===== src/design/imuma_pkg.sv =====
package imuma_pkg;

    // fixed field widths and channel count
    localparam int NUM_CH    = 10;
    localparam int DATA_W    = 32;
    localparam int TAG_W     = 32;
    localparam int CFG_W     = 7;
    localparam int WIN_RESET = 10;
    localparam int CH_W      = $clog2(NUM_CH);

    // channel order: quat x y z w, rate x y z, accel x y z
    localparam int CH_QUAT_X  = 0;
    localparam int CH_QUAT_Y  = 1;
    localparam int CH_QUAT_Z  = 2;
    localparam int CH_QUAT_W  = 3;
    localparam int CH_RATE_X  = 4;
    localparam int CH_RATE_Y  = 5;
    localparam int CH_RATE_Z  = 6;
    localparam int CH_ACCEL_X = 7;
    localparam int CH_ACCEL_Y = 8;
    localparam int CH_ACCEL_Z = 9;

    typedef logic signed [DATA_W-1:0] data_t;
    typedef logic [TAG_W-1:0]         tag_t;
    typedef logic [CFG_W-1:0]         win_t;
    typedef logic [CH_W-1:0]          ch_t;
    typedef data_t [NUM_CH-1:0]       row_t;

    // commands from controller to datapath
    typedef struct packed {
        logic take;
        logic update;
        logic div_load;
        logic div_step;
        logic div_store;
        logic out_load;
        ch_t  ch;
    } imuma_cmd_t;

    // status from datapath to controller
    typedef struct packed {
        logic emit;
        logic full;
    } imuma_status_t;

endpackage


===== src/design/imuma_ctrl.sv =====
module imuma_ctrl import imuma_pkg::*; #(
    parameter int SUM_W = 38
) (
    input  logic          clk,
    input  logic          rst_n,
    input  logic          in_valid,
    output logic          in_ready,
    output logic          out_valid,
    input  logic          out_ready,
    input  imuma_status_t status,
    output imuma_cmd_t    cmd
);

    localparam int BIT_W = $clog2(SUM_W);
    localparam logic [BIT_W-1:0] BIT_LAST = BIT_W'(SUM_W - 1);
    localparam ch_t CH_LAST = CH_W'(NUM_CH - 1);

    typedef enum logic [2:0] {
        S_IDLE,
        S_UPDATE,
        S_LOAD,
        S_STEP,
        S_STORE,
        S_PUSH
    } state_t;

    state_t           state_reg, state_next;
    ch_t              ch_reg, ch_next;
    logic [BIT_W-1:0] bit_reg, bit_next;
    logic             out_valid_reg, out_valid_next;

    // sequencing: update, then, if the sample gives a result, one divide per channel, then hand off
    always_comb
    begin
        state_next     = state_reg;
        ch_next        = ch_reg;
        bit_next       = bit_reg;
        out_valid_next = out_valid_reg;
        cmd            = '0;
        cmd.ch         = ch_reg;
        if (out_valid_reg && out_ready)
        begin
            out_valid_next = 1'b0;
        end
        case (state_reg)
            S_IDLE:
            begin
                if (in_valid)
                begin
                    cmd.take   = 1'b1;
                    state_next = S_UPDATE;
                end
            end
            S_UPDATE:
            begin
                cmd.update = 1'b1;
                ch_next    = '0;
                state_next = status.emit ? S_LOAD : S_IDLE;
            end
            S_LOAD:
            begin
                cmd.div_load = 1'b1;
                bit_next     = '0;
                state_next   = S_STEP;
            end
            S_STEP:
            begin
                cmd.div_step = 1'b1;
                bit_next     = bit_reg + 1'b1;
                if (bit_reg == BIT_LAST)
                begin
                    state_next = S_STORE;
                end
            end
            S_STORE:
            begin
                cmd.div_store = 1'b1;
                if (ch_reg == CH_LAST)
                begin
                    state_next = S_PUSH;
                end
                else
                begin
                    ch_next    = ch_reg + 1'b1;
                    state_next = S_LOAD;
                end
            end
            S_PUSH:
            begin
                if (!out_valid_reg || out_ready)
                begin
                    cmd.out_load   = 1'b1;
                    out_valid_next = 1'b1;
                    state_next     = S_IDLE;
                end
            end
            default:
            begin
                state_next = S_IDLE;
            end
        endcase
    end

    // state and registered outputs
    always_ff @(posedge clk or negedge rst_n)
    begin
        if (!rst_n)
        begin
            state_reg     <= S_IDLE;
            ch_reg        <= '0;
            bit_reg       <= '0;
            out_valid_reg <= 1'b0;
        end
        else
        begin
            state_reg     <= state_next;
            ch_reg        <= ch_next;
            bit_reg       <= bit_next;
            out_valid_reg <= out_valid_next;
        end
    end

    assign in_ready  = (state_reg == S_IDLE);
    assign out_valid = out_valid_reg;

endmodule


===== config.mk =====
export PLATFORM = sky130hd
export DESIGN_NAME = imuma_ctrl
export DESIGN_NICKNAME = d
export VERILOG_FILES = /design/src/design/imuma_pkg.sv /design/src/design/imuma_ctrl.sv
export SDC_FILE = /design/constraint.sdc
export NUM_CORES = 1
export LEC_CHECK = 0
export BUFFER_PORTS_ARGS = -buffer_cell sky130_fd_sc_hd__buf_4
export CORE_UTILIZATION = 52
export CTS_BUF_LIST = sky130_fd_sc_hd__clkbuf_16
export CTS_CLUSTER_SIZE = 24
export DETAILED_ROUTE_END_ITERATION = 6
export PLACE_DENSITY = 0.73
export SETUP_SLACK_MARGIN = 0.15
export SLEW_MARGIN = 20
export SYNTH_ARGS = -nofsm -noshare
export SYNTH_HDL_FRONTEND = slang
export SYNTH_SLANG_ARGS = --single-unit

===== constraint.sdc =====
create_clock -name clk -period 1.7 [get_ports clk]
set_clock_uncertainty 0.05 [all_clocks]
set_input_delay 0.17 -clock clk [delete_from_list [all_inputs] [get_ports clk]]
set_output_delay 0.17 -clock clk [all_outputs]
set_load 0.01 [all_outputs]

======== Yosys cells after proc, flatten, opt, wreduce, memory -nomap -nowiden ========
Index checks and enable logic that the tools add are counted.
word-level totals
  register bits ........................... 14
  word-level logic and storage cells ...... 45
operators by class
  multiplexer cells ....................... 20
  equality and inequality tests ........... 11
  add/subtract/negate cells ............... 2
  reductions and logical operators ........ 8
operators by type and width
  operator                                        count
  case mux 3 bit (6 select lines)                 1
  2-to-1 mux 3 bit                                4
  case mux 6 bit (2 select lines)                 1
  2-to-1 mux 1 bit                                11
  inequality test 2 bit (second input constant)   4
  case mux 4 bit (2 select lines)                 1
  adder 6 x 1 -> 6 bit (second input constant)    1
  == test 3 x 2 -> 1 bit (second input constant)  2
  == test 3 bit (second input constant)           2
  == test 6 bit (second input constant)           1
  adder 4 x 1 -> 4 bit (second input constant)    1
  == test 4 bit (second input constant)           1
  2-to-1 mux 4 bit                                1
  nonzero test 2 bit                              2
  == test 3 x 1 -> 1 bit (second input constant)  1
  zero test 3 bit                                 1
  AND reduction 3 bit                             1
  2-to-1 mux 2 bit                                1
  AND reduction 2 bit                             1
  logical AND 1 bit                               1
  zero test 1 bit                                 1
  logical OR 1 bit                                1

======== Longest topological paths before layout ========
  word-level depth ........................ 4
  gate-level depth with buffers ........... 5
  gate-level depth less buffers ........... 5

======== Least setup slack after synthesis ========
OpenSTA, ideal clock, no wires.
  path type ............................... register to output
  start ................................... register state_reg[0]
  end ..................................... output cmd[9] (netlist bit)
  cell stages (with the launch flop) ...... 5
  path slack .............................. 211 ps
  buffers on the path ..................... 2
  arrival time ............................ 1269 ps
  path through ............................ dfrtp_1 > clkbuf_1 > buf_2 > nor3_1 > and2_1
RTL lines
  element                   line               source
  start: declaration        imuma_ctrl.sv:27   state_t state_reg, state_next;
  start signal: assignment  imuma_ctrl.sv:116  state_reg <= state_next;
  end: declaration          imuma_ctrl.sv:11   output imuma_cmd_t cmd

==> flow_summary.toml <==
[layout]
fillers = 110
final_cell_mix = "buf_4 (23), dfrtp_1 (11), nand2_1 (10), nand3_1 (5), o21ai_0 (5)"
drive_above_1_share_pct = 35.1
final_cell_count_no_fill = 130
regArea_sq_um = 354
nNetsFinal = 125
syn2layout_area_growth_pct = 38.1
multi_input_area_sq_um = 475
largest_reg_flops = 6
fin_util_pct = 76.8
fin_area_sq_um = 1160
antennaDiodeCount = 0
layout_commonest_cell = "buf_4"

[outcome]
status = "finished clean"

[drt]
vias = 781
drt_wl_total_mm = 2.04
ant_nets = 0
drc = 0
avgViaCountPerCell = 6.01
drt-initial-drc-count = 20
first_pass_iters = 4
route.detailed.wl_per_inst_microns = 15.7

[sta]
setup_viol = 0
relSlewSlack_pct = 84.2
slew_viol_final = 0
fin_crit_sh_pct = 89.7
hold_violations = 0
setup_tns_ns = 0
worst_pin_slew_ns = 0.237
fin_crit_ns = 1.52
fmaxAchievable_mhz = 656
rsz0062_at_grt = "true"

[worst_hold_path]
worstHoldStart = "out_ready"
holdPathStages = 3
hp-class = "in -> reg"
whs_endpoint = "out_valid"

[power]
power_density_nw_per_um2 = 687
seq_power_share_pct = 42.0
switchingPower_mw = 0.143
ir_drop_mv = 0.544
netSwitchingFraction_pct = 17.9
combPwrFrac_pct = 2.0
intPower_mw = 0.653
clockPowerShare_pct = 55.9
leakagePower_nw = 0.548

[die]
fp.dieArea_sq_um = 1780
start_util_pct = 55.6
die_y_microns = 42.2
die_w_microns = 42.2
rows = 14
ios = 18
core_area_sq_um = 1510

[yosys]
yosys_register_bits = 14
yosysWarnings = 0
synth_edf_count = 0
synthFlopType = "dfrtp_1"
yosysSeqAreaShare_pct = 41.8
yosys.cell_types.count = 32
async_reset_ff_share_pct = 100
synth_cells = 89
syn_area_sq_um = 838
syn_nets = 99
syn_avg_cell_area_sq_um = 9.42

[worst_setup_path]
crit_chain = "or3b_4 -> inv_1 -> buf_4"
rr_startpoint = "state_reg[1]"
cp.arrival_ns = 1.30
critPathLaunchType = "flip-flop"
path_buf_inv = 2
slowest_stage = "dfrtp_2"
path_delay_family = "flip-flops"
critPathRequiredTime_ns = 1.48
rrSetupSlack_ns = 0.25
critPathKind = "reg -> out"
critPathMaxStageDelay_ns = 0.43
cp_max_fo = 3
rr_endpoint = "ch_reg[3]"
critPathCaptureType = "output pin"
r2r_cells = 4

[cts]
clkTransAtPathRegs_ns = 0.04
clock-root-buffer = "clkbuf_16"
h-tree-depth = 1
cts_sinks = 14
cts_tree = "done"
clk_latency_ns = 0.24
cts_made_buffers = 3
cts_buffer_depth = 2

[grt]
grt_pass1_vias = 727
grt_pass1_wl_mm = 3.35
antenna_found_initial = 0
grt-ovfl-total = 0
grt_usage_pct = 25.9
grt_max_degree = 15

[placed_design]
globalplace.congestion = 0.741
port_buffers = 16
placed_area_sq_um = 962
dp_cells = 117
dp_hpwl_mm = 1.16

[flow_run]
max_cap_violations = 0
-- Yosys cell counts, types with 2 or more instances --
cell type	count	area share, %
o221ai_1	2	2.1
a22o_1	2	2.1
dfrtp_1	14	42
and3_1	2	1.5
nand2b_1	4	3.0
nor3_1	2	1.2
nand3_1	5	3.0
ha_1	4	6.0
nand2_1	10	4.5
nor2_1	3	1.3
mux2i_1	4	4.8
nand3b_1	3	2.7
inv_1	4	1.8
nor2b_1	3	2.2
nor3b_1	2	1.8
a21oi_1	2	1.2
buf_2	4	2.4
o21ai_0	5	3.0
-- worst max-delay path by stage --
stage	from	to	slack, ns	cells past startpoint
CTS	state_reg[1]	cmd[7]	0.15	4
global route	state_reg[2]	cmd[4]	0.13	5
floorplan	state_reg[0]	cmd[9]	0.21	4
finish	state_reg[1]	cmd[8]	0.18	3
detailed placement	state_reg[2]	bit_reg[5]	0.23	3
global placement	state_reg[0]	cmd[8]	0.24	3
-- area by class of cell --
class / instances / area share, %
Sequential cell: 14 / 30.6
Multi-Input combinational cell: 66 / 41.1
Timing Repair Buffer: 26 / 18.5
Clock buffer: 3 / 6.49
Clock inverter: 1 / 0.324
Inverter: 4 / 1.30
Tap cell: 16 / 1.73
-- kinds of logic (layout without fill, tap and decap cells) --
kind of cell	Yosys count	after routing	synth area share (%)
and+or+nand+nor	41	41	28.5
AOI/OAI and AO/OA	16	16	13.0
DFF	14	14	41.8
buffers and inverters	9	34	4.63
muxes	5	5	6.12
adders and majority gates	4	4	5.97
-- worst min-delay path, stage by stage --
cell and delay [ns]:
buf_4 0.08, nor2b_1 0.05, nand2b_1 0.13
-- layer usage --
metal | global-route usage (%) | vias up | wire length [microns]
li1 | - | 363 | -
met1 | 31.8 | 372 | 872
met2 | 42.5 | 39 | 1010
met3 | 3.88 | 7 | 114
met4 | 16.3 | 0 | 36
met5 | 0 | - | 0
-- stage by stage --
| step | setup slack [ns] | hold WS, ns | total power [mW] |
|---|---|---|---|
| finish | 0.175 | 0.180 | 0.795 |
| global route | 0.134 | 0.204 | 0.820 |
| CTS | 0.150 | 0.183 | 0.808 |
| detailed placement | 0.233 | -0.0166 | 0.354 |
| global placement | 0.236 | -0.0177 | 0.354 |
| floorplan | 0.211 | -0.176 | 0.340 |
-- timing repair --
| item | 4_1_cts | 5_1_grt |
|---|---|---|
| hold buffers | 1 | 0 |
| buffers inserted | 7 | 1 |
| gates resized for setup | 5 | 7 |
| gates cloned | 0 | 0 |
| pin swaps | 0 | 3 |
| endpoints found under the setup margin | 6 | 8 |
| hold endpoints to repair | 14 | 0 |
-- power groups by stage --
stage / Clock, mW / Combinational [mW] / Sequential, mW
2_1_floorplan: 0 / 0.000676 / 0.339
3_5_place_dp: 0 / 0.0150 / 0.339
6_report: 0.445 / 0.0163 / 0.334
5_1_grt: 0.468 / 0.0186 / 0.334
4_1_cts: 0.457 / 0.0169 / 0.334
3_3_place_gp: 0 / 0.0146 / 0.339
Power figures use the tool's default switching activity.
